===== src/terminal_cursor_escape_parser_defines.svh =====
// Assertion macros for the terminal cursor escape parser.
// Included by the RTL files that carry checks; no other dependencies.
`ifndef TERMINAL_CURSOR_ESCAPE_PARSER_DEFINES_SVH
`define TERMINAL_CURSOR_ESCAPE_PARSER_DEFINES_SVH
`ifndef SYNTHESIS
`define TCEP_ASSERT(label, clk, rstn, prop, msg) \
    label: assert property (@(posedge clk) disable iff (!rstn) prop) else $error(msg);
`define TCEP_ASSERT_NEVER(label, clk, rstn, expr, msg) \
    label: assert property (@(posedge clk) disable iff (!rstn) !(expr)) else $error(msg);
`else
`define TCEP_ASSERT(label, clk, rstn, prop, msg)
`define TCEP_ASSERT_NEVER(label, clk, rstn, expr, msg)
`endif
`endif


===== src/tcep_pkg.sv =====
// Package for the terminal cursor escape parser: character codes, result kinds,
// default argument count. No dependencies.
`default_nettype none

package tcep_pkg;

    localparam int NUM_ARGS_DEF = 3;

    localparam logic [7:0] CH_NUL   = 8'd0;
    localparam logic [7:0] CH_ESC   = 8'd27;
    localparam logic [7:0] CH_LBRK  = 8'h5B;  // '['
    localparam logic [7:0] CH_SEMI  = 8'h3B;  // ';'
    localparam logic [7:0] CH_MOVE  = 8'h48;  // 'H'
    localparam logic [7:0] CH_ZERO  = 8'h30;  // '0'
    localparam logic [7:0] CH_NINE  = 8'h39;  // '9'
    localparam logic [7:0] CH_UP_A  = 8'h41;  // 'A'
    localparam logic [7:0] CH_UP_X  = 8'h58;  // 'X'
    localparam logic [7:0] CH_LO_A  = 8'h61;  // 'a'
    localparam logic [7:0] CH_LO_X  = 8'h78;  // 'x'

    typedef enum logic
    {
        ACT_DRAW = 1'b0,
        ACT_MOVE = 1'b1
    } action_t;

endpackage

`default_nettype wire


===== src/terminal_cursor_escape_parser.sv =====
// Terminal cursor escape parser: draws plain bytes, decodes ESC [ a ; b H moves.
// Depends on tcep_pkg and terminal_cursor_escape_parser_defines.svh.
//
//  channel | dir | tdata (low bit up)                    | tuser
//  s_*     | in  | char_code[7:0]                        | -
//  m_*     | out | glyph[7:0], col_pos[7:0], row_pos[7:0] | action
//
// One byte per cycle unless stalled as below: a byte is held in the input register,
// is decoded, and any result it yields lands in the result register.
// A byte that yields no result moves on even while a result waits downstream;
// a byte that yields one waits in the input register until the result slot frees.
// rst_n clears the escape state, argument index and accumulators.
`default_nettype none

`include "terminal_cursor_escape_parser_defines.svh"

module terminal_cursor_escape_parser
    import tcep_pkg::*;
#(
    parameter int NUM_ARGS = NUM_ARGS_DEF
)
(
    input  wire logic        clk,
    input  wire logic        rst_n,
    input  wire logic        s_tvalid,
    output      logic        s_tready,
    input  wire logic [7:0]  s_tdata,   // char_code[7:0]
    output      logic        m_tvalid,
    input  wire logic        m_tready,
    output      logic [23:0] m_tdata,   // glyph[7:0], col_pos[15:8], row_pos[23:16]
    output      logic        m_tuser    // action
);

    localparam int SEL_W = (NUM_ARGS > 1) ? $clog2(NUM_ARGS) : 1;
    localparam logic [SEL_W-1:0] SEL_LAST = SEL_W'(NUM_ARGS - 1);

    // input register
    logic             in_valid_reg;
    logic [7:0]       in_char_reg;

    // parser state
    logic                          esc_reg, esc_next;
    logic [SEL_W-1:0]              arg_sel_reg, arg_sel_next;
    logic [NUM_ARGS-1:0][7:0]      arg_vals_reg, arg_vals_next;

    // result register
    logic             out_valid_reg;
    action_t          out_action_reg;
    logic [7:0]       out_glyph_reg;
    logic [7:0]       out_col_reg;
    logic [7:0]       out_row_reg;

    logic             produce;
    logic             advance;
    logic             fire;
    action_t          res_action;
    logic [7:0]       res_glyph;
    logic [7:0]       res_col;
    logic [7:0]       res_row;
    logic [7:0]       cur_arg;
    logic [7:0]       acc;
    logic [7:0]       digit_off;

    assign cur_arg   = arg_vals_reg[arg_sel_reg];
    assign digit_off = in_char_reg - CH_ZERO;
    // arg * 10 + digit, mod 256
    assign acc = {cur_arg[4:0], 3'b000} + {cur_arg[6:0], 1'b0} + {4'd0, digit_off[3:0]};

    assign produce = (in_char_reg != CH_NUL) &&
                     (esc_reg ? (in_char_reg == CH_MOVE) : (in_char_reg != CH_ESC));
    assign advance = !out_valid_reg || m_tready || !produce;
    assign fire    = in_valid_reg && advance;
    assign s_tready = !in_valid_reg || advance;

    always_comb
    begin
        esc_next      = esc_reg;
        arg_sel_next  = arg_sel_reg;
        arg_vals_next = arg_vals_reg;
        res_action    = ACT_DRAW;
        res_glyph     = in_char_reg;
        res_col       = 8'd0;
        res_row       = 8'd0;
        if (in_char_reg != CH_NUL)
        begin
            if (!esc_reg)
            begin
                if (in_char_reg == CH_ESC)
                begin
                    esc_next = 1'b1;
                end
            end
            else
            begin
                case (in_char_reg)
                    CH_LBRK:
                    begin
                        arg_sel_next     = '0;
                        arg_vals_next[0] = 8'd0;
                        arg_vals_next[1] = 8'd0;
                    end
                    CH_MOVE:
                    begin
                        esc_next   = 1'b0;
                        res_action = ACT_MOVE;
                        res_glyph  = 8'd0;
                        res_col    = arg_vals_reg[0];
                        res_row    = arg_vals_reg[1];
                    end
                    CH_SEMI:
                    begin
                        if (arg_sel_reg != SEL_LAST)
                        begin
                            arg_sel_next = arg_sel_reg + 1'b1;
                        end
                    end
                    default:
                    begin
                        if (in_char_reg inside {[CH_ZERO:CH_NINE]})
                        begin
                            for (int i = 0; i < NUM_ARGS; i++)
                            begin
                                if (SEL_W'(i) == arg_sel_reg)
                                begin
                                    arg_vals_next[i] = acc;
                                end
                            end
                        end
                        else if (in_char_reg inside {[CH_UP_A:CH_UP_X], [CH_LO_A:CH_LO_X]})
                        begin
                            esc_next = 1'b0;
                        end
                    end
                endcase
            end
        end
    end

    always_ff @(posedge clk or negedge rst_n)
    begin
        if (!rst_n)
        begin
            in_valid_reg  <= 1'b0;
            esc_reg       <= 1'b0;
            arg_sel_reg   <= '0;
            arg_vals_reg  <= '0;
            out_valid_reg <= 1'b0;
        end
        else
        begin
            if (s_tvalid && s_tready)
            begin
                in_valid_reg <= 1'b1;
            end
            else if (fire)
            begin
                in_valid_reg <= 1'b0;
            end

            if (fire)
            begin
                esc_reg      <= esc_next;
                arg_sel_reg  <= arg_sel_next;
                arg_vals_reg <= arg_vals_next;
            end

            if (fire && produce)
            begin
                out_valid_reg <= 1'b1;
            end
            else if (m_tready)
            begin
                out_valid_reg <= 1'b0;
            end
        end
    end

    always_ff @(posedge clk)
    begin
        if (s_tvalid && s_tready)
        begin
            in_char_reg <= s_tdata;
        end
        if (fire && produce)
        begin
            out_action_reg <= res_action;
            out_glyph_reg  <= res_glyph;
            out_col_reg    <= res_col;
            out_row_reg    <= res_row;
        end
    end

    assign m_tvalid = out_valid_reg;
    assign m_tuser  = out_action_reg;
    assign m_tdata  = {out_row_reg, out_col_reg, out_glyph_reg};

    `TCEP_ASSERT_NEVER(a_sel_range, clk, rst_n, arg_sel_reg > SEL_LAST, "argument index past last")
    `TCEP_ASSERT(a_move_ends_esc, clk, rst_n, (fire && produce && esc_reg) |=> !esc_reg, "move did not leave escape mode")
    `TCEP_ASSERT(a_stall_cause, clk, rst_n, !s_tready |-> (in_valid_reg && out_valid_reg && produce), "input stalled without a blocked result")
    `TCEP_ASSERT(a_draw_nonzero, clk, rst_n, (m_tvalid && m_tuser == ACT_DRAW) |-> (m_tdata[7:0] != 8'd0 && m_tdata[7:0] != CH_ESC), "drawn glyph is zero or escape")

endmodule

`default_nettype wire


===== config.mk =====
export PLATFORM = sky130hd
export DESIGN_NAME = terminal_cursor_escape_parser
export DESIGN_NICKNAME = d
export VERILOG_FILES = /design/src/tcep_pkg.sv /design/src/terminal_cursor_escape_parser.sv
export VERILOG_INCLUDE_DIRS = /design/src /design/src/src
export SDC_FILE = /design/constraint.sdc
export NUM_CORES = 1
export LEC_CHECK = 0
export ABC_CLOCK_PERIOD_IN_PS = 6450
export BUFFER_PORTS_ARGS = -buffer_cell sky130_fd_sc_hd__buf_4
export CORE_UTILIZATION = 45
export DETAILED_ROUTE_END_ITERATION = 10
export SLEW_MARGIN = 10
export SYNTH_ARGS = -nofsm -noshare
export SYNTH_HDL_FRONTEND = slang
export SYNTH_SLANG_ARGS = --single-unit

===== constraint.sdc =====
create_clock -name clk -period 6.45 [get_ports clk]
set_input_delay 0.3225 -clock clk [delete_from_list [all_inputs] [get_ports clk]]
set_output_delay 0.3225 -clock clk [all_outputs]
set_load 0.01 [all_outputs]

# ---- Word level (Yosys, flattened, before mapping)
# Index checks and enable logic that the tools add are counted.
dict set report word_totals {
  regBits 62
  elab_cells 88
}
dict set report op_classes {
  n_eq_ne 9
  n_addsub 4
  muxes 22
  reduce_logical 32
  order_cmp 7
  n_bitwise 2
}
# operator count
set op_table {}
lappend op_table {{$mux 8} 5}
lappend op_table {{$pmux 16 s2} 1}
lappend op_table {{$reduce_and 6->1} 3}
lappend op_table {{$bmux 8 s2} 1}
lappend op_table {{$eq 8x7->1 const B} 2}
lappend op_table {{$ge 8x7->1 const B} 2}
lappend op_table {{$le 8x7->1 const B} 2}
lappend op_table {{$mux 16} 1}
lappend op_table {{$reduce_bool 2->1} 7}
lappend op_table {{$mux 1} 10}
lappend op_table {{$add 8x4->8} 1}
lappend op_table {{$add 8x8->8} 1}
lappend op_table {{$eq 8x5->1 const B} 1}
lappend op_table {{$eq 8x6->1 const B} 1}
lappend op_table {{$ge 8x6->1 const B} 1}
lappend op_table {{$le 8x6->1 const B} 1}
lappend op_table {{$ne 8x5->1 const B} 1}
lappend op_table {{$reduce_bool 8->1} 1}
lappend op_table {{$logic_and 1x1->1} 7}
lappend op_table {{$mux 7} 1}
lappend op_table {{$reduce_and 5->1} 1}
lappend op_table {{$ne 2x2->1 const B} 2}
lappend op_table {{$pmux 2 s2} 1}
lappend op_table {{$reduce_and 2->1} 2}
lappend op_table {{other kinds (14)} 20}

# ---- Logic depth before layout (Yosys ltp)
# Gate-level depths: netlist of run 1.
dict set report depth {
  word_depth 8
  depth_mapped 14
  mapped_depth_nobuf 13
}

# ---- Least setup slack after synthesis of run 1
# OpenSTA, ideal clock, no wires.
dict set report synth_path {
  kind {register to register}
  from {reg in_char_reg[2]}
  to {reg out_action_reg, in the netlist m_tuser (enable)}
  required_time_ns 6.043
  stages_incl_launch_ff 6
  n_path_buf 0
  arrival_ns 2.542
  setup_slack_ns 3.501
  synth_period_minus_slack_ns 2.949
  path_cell_list {edfxtp_1 nor4_2 nand3_1 a22oi_1 nand3_1 nor2_1}
}
dict set report synth_between {
  elab_chain_len 7
  elab_cells_between_ends 9
  cone_classes {2 x eq/ne; 1 x mux; 6 x reduce/logical}
}
# element line_no
set synth_rtl {}
lappend synth_rtl {{from (decl)} terminal_cursor_escape_parser.sv:39} ;# logic [7:0] in_char_reg;
lappend synth_rtl {{from (signal assigned)} terminal_cursor_escape_parser.sv:182} ;# in_char_reg <= s_tdata;
lappend synth_rtl {{$ne 8x5->1 / $eq 8x7->1 (equally long branches)} terminal_cursor_escape_parser.sv:70} ;# (esc_reg ? (in_char_reg == CH_MOVE) : (in_char_reg != CH_ESC));
lappend synth_rtl {{$mux 1} terminal_cursor_escape_parser.sv:70}
lappend synth_rtl {{$logic_and 1x1->1 (*)} terminal_cursor_escape_parser.sv:69} ;# assign produce = (in_char_reg != CH_NUL) &&
lappend synth_rtl {{$logic_not 1->1} terminal_cursor_escape_parser.sv:71} ;# assign advance = !out_valid_reg || m_tready || !produce;
lappend synth_rtl {{$logic_or 1x1->1} terminal_cursor_escape_parser.sv:71}
lappend synth_rtl {{$logic_and 1x1->1} terminal_cursor_escape_parser.sv:72} ;# assign fire = in_valid_reg && advance;
lappend synth_rtl {{$logic_and 1x1->1 (*)} terminal_cursor_escape_parser.sv:184} ;# if (fire && produce)
lappend synth_rtl {{to (signal assigned)} terminal_cursor_escape_parser.sv:186} ;# out_action_reg <= res_action;
lappend synth_rtl {{to (decl)} terminal_cursor_escape_parser.sv:48} ;# action_t out_action_reg;
# Every way passes the cells marked *; elsewhere a longest branch is shown, timed or not.
# A chain may end at the register's enable or synchronous reset.

# ---- Worst setup path after layout of run 1
dict set report layout_path {
  from {reg arg_sel_reg[0]}
  to {reg arg_vals_reg[5] (netlist bit)}
}
dict set report layout_between {
  elab_chain_len 7
  elab_cells_between_ends 10
  cone_classes {2 x add/sub; 5 x mux; 3 x reduce/logical}
}
# element line_no
set layout_rtl {}
lappend layout_rtl {{from (decl)} terminal_cursor_escape_parser.sv:43} ;# logic [SEL_W-1:0] arg_sel_reg, arg_sel_next;
lappend layout_rtl {{from (signal assigned)} terminal_cursor_escape_parser.sv:163} ;# arg_sel_reg <= arg_sel_next;
lappend layout_rtl {{$bmux 8 s2} terminal_cursor_escape_parser.sv:64} ;# assign cur_arg = arg_vals_reg[arg_sel_reg];
lappend layout_rtl {{$mux 7 (implied by the code)} terminal_cursor_escape_parser.sv:64}
lappend layout_rtl {{$add 8x8->8} terminal_cursor_escape_parser.sv:67} ;# assign acc = {cur_arg[4:0], 3'b000} + {cur_arg[6:0], 1'b0} + {4'd0, digit_off[3:0]};
lappend layout_rtl {{$add 8x4->8} terminal_cursor_escape_parser.sv:67}
lappend layout_rtl {{$mux 8} terminal_cursor_escape_parser.sv:123} ;# if (SEL_W'(i) == arg_sel_reg)
lappend layout_rtl {{$mux 16} terminal_cursor_escape_parser.sv:119} ;# if (in_char_reg inside {[CH_ZERO:CH_NINE]})
lappend layout_rtl {{$pmux 16 s2} terminal_cursor_escape_parser.sv:95} ;# case (in_char_reg)
lappend layout_rtl {{to (signal assigned)} terminal_cursor_escape_parser.sv:164} ;# arg_vals_reg <= arg_vals_next;
lappend layout_rtl {{to (decl)} terminal_cursor_escape_parser.sv:44} ;# logic [NUM_ARGS-1:0][7:0] arg_vals_reg, arg_vals_next;
# Several ways; a longest one is shown, not always the timed one. The select of a mux whose other input is x is not followed.

==> key figures, run 1 <==
Synthesis
  – Synth Area in Compound Gates: under 10%
  – Main combinational cell family by area after synthesis: simple AND/OR/NAND/NOR gates
  – Synth area leaders: edfxtp_1 (34%), dfrtp_1 (24%), ha_1 (5.5%)
  – Yosys top cell by area: edfxtp_1
  – Post-Syn Instances: roughly 240
  – Main flop type after synthesis: edfxtp_1
  – Synth cell count leaders: edfxtp_1 (33), dfrtp_1 (28), nand2_1 (28)
  – Post-Synth Simple-Gate Area: between 10% and 20%
  – Top-area cell type share of the netlist area: 33.6%
  – Seq/Total Area, Yosys: 57.4%
  – Most numerous cell in the Yosys netlist: edfxtp_1
  – Ys async rst share: a little under half
  – Synthesized Nets: approximately 270
  – Count of flip-flops with a built-in enable after synthesis: 33
  – Mapped Area: just under 3000 µm²
  – FF+latch count, synth: between 60 and 70
  – Yosys warning total: 0
  – Post-Synth Adder-Cell Area: roughly 7%
  – Synth Area per Inst: ~12 µm²
  – XOR/XNOR share of the synthesized area: under 10%
  – Synth cell types: 50
  – Mux contribution to synthesized area: about 6.1%

STA
  – Worst slew pin tran: about 1.2 ns
  – Final Max Tran Viols: 0
  – Setup ws final: around 3.4 ns
  – RSZ-0062 raised after global routing: false
  – Final Critical Period: roughly 3.0 ns
  – Tcrit/Tclk final: 47.3%
  – Fin. Hold Viols: 0
  – Max Clk Rate: around 0.33 GHz
  – Final setup viols: 0
  – Clk_skew: about 0.011 ns
  – Setup TNS: 0 ns
  – Worst rel slew slack: 22.8%

Global routing
  – First-pass GRT wire length: between 9 and 10 mm
  – Antenna violations before repair: 0
  – Vias in the first global route: about 1,800
  – Largest net degree at the start of global routing: 29
  – Total gr overflow: 0
  – GRT Util Overall: approximately 17%

Run status
  – Status: finished, final reports clean

Critical path
  – Worst endpoint data arrival time: 3.27 ns
  – Worst-path maximum fanout: 13
  – Slowest Stage Delay on Critical Path: about 0.67 ns
  – Crit. End Element: flip-flop
  – Critical Path Start Type: flip-flop
  – WP data required: ~6.7 ns
  – Worst setup path category: flip-flop to flip-flop
  – Cell chain of the critical path: mux2i_1 > nor2_1 > a21oi_1 > fa_1 > inv_1 > ha_1 > a21o_1 > a21oi_1 > xor2_1 > nor2_1 > mux2_1
  – Critical-path top delay cell: dfrtp_1

Placed design
  – Detailed Place HPWL: 3.77 mm
  – Dpl cells: approximately 350
  – RD Place Congestion: around 0.9
  – Port bufs: 38
  – Dpl ws: 3.41 ns

Min path
  – Worst hold path class: input port to flip-flop

Layout
  – Final std cells w/o fill: between 300 and 400
  – Utilization after layout: 54.3%
  – Layout cell share with drive strength beyond 1: between 20% and 30%
  – Max reg flops: 23
  – Ant diodes: 0
  – Filler cell count: between 500 and 600
  – Syn-to-layout area delta: 17.1%
  – Nets: ~310

Drt
  – Initial DRC Count: between 80 and 90
  – Remaining DRCs: 0
  – Vias per std cell: just over 5
  – DRT Pass-1 Iters: 4
  – DR WL/cell: roughly 14 µm
  – Final WL: 5.24 mm
  – Vias: around 1,900
  – Routed Antenna Nets: 0

Clock network
  – CTS root buf: clkbuf_8
  – Clock Sinks: between 60 and 70
  – CTS tree: built
  – Clock-pin slew on the worst setup and hold paths: around 0.070 ns
  – Skew-Pair Late Insertion Delay: approximately 0.34 ns
  – Longest Clk Path Bufs: 2
  – H-tree depth: 3
  – Num CTS Buffers: 9
  – Post-CTS Setup Repair Bufs: 0

Pwr
  – Design Power: ~1.2 mW
  – Leakage Power: approximately 1.5 nW
  – Power per cell area: 361 nW/µm²
  – Maximum VDD drop: between 0.1 and 0.15 mV

Floorplan
  – Die width: ~83 µm
  – Die Height: just over 80 µm
  – IO Pins: 39
  – Core box area: 6350 µm²
  – Initial core utilization: 46.4%
  – # rows: 29
  – Full die area: between 6000 and 7000 µm²

Job
  – Max_cap viols: 0
layout by cell type (no fill, tap or decap), types with 2 or more instances in the layout:
cell and count:
nand2_1 28, clkbuf_1 4, xor2_1 3, nor3b_1 2, and2_1 17, dfrtp_1 28
o21bai_1 2, nand3_1 7, mux2i_1 7, mux2_1 6, mux2_4 2, a31oi_1 2
inv_1 10, a21oi_1 6, buf_4 38, a21o_1 2, clkbuf_8 9, clkinv_1 2
o21ai_1 9, o211ai_2 2, nor2_2 2, xnor2_1 2, ha_1 13, o31ai_1 2
nor2b_1 2, fa_1 2, edfxtp_1 33, nand2b_1 2, nor2_1 11, o21ai_0 8
per-layer routing:
metal  track usage (%)  routed length [µm]  share of wire [%]  vias up
met2              23.8                2250                 43       36
met1              24.5                2710                 52      865
met3              4.17                 158                3.0        9
li1                  -                   -                  -      941
met5                 0                   0                  0        -
met4              8.93                 110                2.1        0
metrics by stage:
| step | hold WS, ns | area (µm²) |
|---|---|---|
| after floorplan | 0.0269 | 2950 |
| after global placement | 0.265 | 3260 |
| after detailed placement | 0.269 | 3260 |
| after CTS | 0.143 | 3450 |
| after global routing | 0.136 | 3450 |
| final | 0.153 | 3450 |
worst paths after layout:
check / from / endpoint / slack, ns / cells after the start
max: arg_sel_reg[0] / arg_vals_reg[5] / 3.40 / 11
min: s_tdata[4] / in_char_reg[4] / 0.15 / 1
max reg2reg: arg_sel_reg[0] / arg_vals_reg[5] / 3.40 / 11
min reg2reg: arg_vals_reg[22] / arg_vals_reg[22] / 0.49 / 2
max in group asynchronous: rst_n / arg_vals_reg[10] / 5.73 / 2
min in group asynchronous: rst_n / m_tvalid / 0.44 / 2
power by group:
part           switching [mW]  internal, mW
registers              0.0426         0.504
logic                   0.217         0.167
clock network           0.138         0.177
logic make-up (layout without fill, tap and decap cells):
| kind of cell | count (synthesis) | count (layout) |
|---|---|---|
| XOR/XNOR | 6 | 6 |
| flip-flops | 61 | 61 |
| AND/OR/NAND/NOR | 81 | 81 |
| AO/OA/AOI/OAI | 41 | 41 |
| multiplexers | 16 | 16 |
| buffers and inverters | 24 | 66 |
| adder cells (fa/ha/maj) | 15 | 15 |
layout make-up:
| type | instances | area, µm² | share of cell area [%] |
|---|---|---|---|
| clock buffer | 13 | 139 | 4.03 |
| inverter | 11 | 41.3 | 1.20 |
| tap | 77 | 96.3 | 2.79 |
| multi-input combinational | 159 | 1150 | 33.2 |
| timing repair buffer | 39 | 295 | 8.56 |
| clock inverter | 3 | 38.8 | 1.12 |
| sequential | 61 | 1690 | 49.1 |
critical path: cells and delay by family (launching register included):
kind	cells	cell delay, ns
fa+ha+maj	2	0.74
flops	1	0.67
mux	2	0.57
compound gates	3	0.55
xor+xnor	1	0.20
simple gates	2	0.13
buf+inv	1	0.08
what timing repair did:
item,CTS,global route
hold endpoints to repair,28,0
resized for setup,0,0
hold buffers,1,0
setup endpoints to repair,0,0
No activity file was read; power rests on OpenSTA's default activity.
==> run 2, diff against run 1 <==
--- a/config.mk
+++ b/config.mk
@@ -6,10 +6,11 @@
 export SDC_FILE = /design/constraint.sdc
 export NUM_CORES = 1
 export LEC_CHECK = 0
-export ABC_CLOCK_PERIOD_IN_PS = 6450
+export ABC_CLOCK_PERIOD_IN_PS = 2500
 export BUFFER_PORTS_ARGS = -buffer_cell sky130_fd_sc_hd__buf_4
 export CORE_UTILIZATION = 45
 export DETAILED_ROUTE_END_ITERATION = 10
+export PLACE_DENSITY = 0.67
 export SLEW_MARGIN = 10
 export SYNTH_ARGS = -nofsm -noshare
 export SYNTH_HDL_FRONTEND = slang
==> constraint.sdc (replaced) <==
create_clock -name clk -period 2.5 [get_ports clk]
set_input_delay 0.125 -clock clk [delete_from_list [all_inputs] [get_ports clk]]
set_output_delay 0.125 -clock clk [all_outputs]
set_load 0.01 [all_outputs]
==> key figures, run 2 (synthesized netlist as in run 1, its figures left out) <==
Run status
  – Status: finished with violations
  – Failing checks: negative setup slack

Critical path
  – Critical Path Start Type: flip-flop
  – Critical-path top delay cell: fa_2
  – Cell count of the worst reg-to-reg path: 11
  – Crit. End Element: flip-flop
  – Flop-to-flop setup slack: -0.14 ns
  – WP data required: between 2 and 3 ns
  – Worst-path maximum fanout: 6
  – Worst setup path category: flip-flop to flip-flop
  – RR Startpoint: arg_sel_reg[0]
  – Cell chain of the critical path: mux2i_1 > nor2_1 > a21oi_2 > fa_2 > inv_2 > ha_4 > a21o_1 > a21oi_2 > xor2_1 > nor2_1 > mux2_4
  – Slowest Stage Delay on Critical Path: around 0.61 ns
  – Reg-to-Reg End: arg_vals_reg[5]
  – Worst endpoint data arrival time: ~2.9 ns
  – Worst Setup SP: arg_sel_reg[0]
  – CP endpoint: arg_vals_reg[5]

STA
  – Final Critical Period: 2.64 ns
  – Worst rel slew slack: 58.9%
  – Tcrit/Tclk final: 106%
  – Clk_skew: about 0.0065 ns
  – RSZ-0062 raised after global routing: true
  – Final Max Tran Viols: 0
  – Final setup viols: 8
  – Fin. Hold Viols: 0
  – Worst slew pin tran: 0.614 ns
  – Setup ws final: -0.144 ns
  – Max Clk Rate: about 0.38 GHz
  – Worst hold slack: about 0.11 ns

Placed design
  – Detailed Place HPWL: 3.86 mm
  – Dpl ws: -0.201 ns
  – Placed Area: between 3000 and 4000 µm²
  – Port bufs: 38
  – RD Place Congestion: slightly below 0.9
  – Dpl cells: between 300 and 400

Clock network
  – Skew-Pair Late Insertion Delay: approximately 0.33 ns
  – CTS root buf: clkbuf_8
  – Clock Sinks: approximately 60
  – Clock-pin slew on the worst setup and hold paths: 0.07 ns
  – H-tree depth: 3
  – Num CTS Buffers: 9
  – Longest Clk Path Bufs: 2
  – CTS tree: built

Global routing
  – Vias in the first global route: roughly 1,900
  – First-pass GRT wire length: between 9 and 10 mm
  – GRT Util Overall: roughly 18%
  – Antenna violations before repair: 0
  – Largest net degree at the start of global routing: 29
  – Total gr overflow: 0

Drt
  – DR WL/cell: between 10 and 15 µm
  – Vias per std cell: 5.15
  – Vias: 2,014
  – Final WL: about 5.5 mm
  – Routed Antenna Nets: 0
  – Initial DRC Count: around 160
  – DRT Pass-1 Iters: 4
  – Remaining DRCs: 0

Floorplan
  – Core box area: 6350 µm²
  – Full die area: slightly below 7000 µm²
  – # rows: 29
  – Die width: 82.9 µm
  – IO Pins: 39
  – Die Height: roughly 83 µm
  – Initial core utilization: approximately 46%

Layout
  – Syn-to-layout area delta: 30.7%
  – Most frequent cells in the layout: buf_4 (56), edfxtp_1 (33), nand2_1 (28)
  – Ant diodes: 0
  – Layout cell share with drive strength beyond 1: between 30% and 40%
  – Final std cells w/o fill: slightly below 400
  – Commonest non-fill, non-tap cell in the layout: buf_4
  – Post-route cell area: between 3000 and 4000 µm²
  – Max reg flops: 23
  – Utilization after layout: 60.6%
  – Nets: between 300 and 400

Pwr
  – Leakage Power: between 1.5 and 2 nW
  – Power per cell area: between 900 and 1000 nW/µm²
  – Maximum VDD drop: between 0.4 and 0.5 mV

Min path
  – Worst hold path class: input port to flip-flop

Job
  – Max_cap viols: 0
run 2: timing repair:
item / 4_1_cts / 5_1_grt
setup buffers: 1 / 3
pin swaps: 13 / 16
hold buffers: 10 / 0
setup endpoints to repair: 9 / 12
resized for setup: 15 / 9
endpoints found under the hold margin: 37 / 0
run 2: area by class of cell:
type | count | area [µm²]
clock buffers | 11 | 131
clock inverters | 5 | 75.1
fillers | 479 | 2500
inverters | 11 | 41.3
multi-input cells | 159 | 1270
flip-flops and latches | 61 | 1690
well taps | 77 | 96.3
repair buffers | 67 | 541
run 2: worst min path at each step:
| stage | startpoint | to | slack [ns] | cells after the start |
|---|---|---|---|---|
| after global routing | m_tready | esc_reg | 0.12 | 4 |
| after CTS | m_tready | esc_reg | 0.09 | 4 |
| after global placement | rst_n | m_tvalid | 0.07 | 1 |
| after floorplan | rst_n | arg_sel_reg[0] | -0.17 | 0 |
| final | m_tready | esc_reg | 0.11 | 4 |
| after detailed placement | rst_n | m_tvalid | 0.07 | 1 |
run 2: metrics by stage:
step / setup TNS [ns] / total power, mW
floorplan: -0.315 / 2.12
global placement: -1.08 / 2.57
detailed placement: -1.43 / 2.59
CTS: -0.575 / 3.60
global route: -2.05 / 3.88
finish: -0.772 / 3.66
run 2: worst max-delay path, delay by kind of cell, from the launching register on:
kind	cells	cell delay (ns)
simple gates	2	0.23
compound gates	3	0.34
buf+inv	1	0.05
mux	2	0.41
xor+xnor	1	0.21
fa+ha+maj	2	0.82
flops	1	0.47
run 2: routing by layer:
layer | share of wire (%) | vias up | routed length (µm) | GRT usage (%)
met2 | 47 | 59 | 2600 | 25.8
met3 | 4.8 | 6 | 268 | 3.78
met4 | 1.4 | 0 | 77 | 7.99
met5 | 0 | - | 0 | 0
li1 | - | 994 | - | -
met1 | 47 | 955 | 2600 | 25.1
run 2: where the power goes:
part | internal (mW) | switching (mW)
Sequential | 1.30 | 0.109
Clock | 0.555 | 0.372
Combinational | 0.643 | 0.683
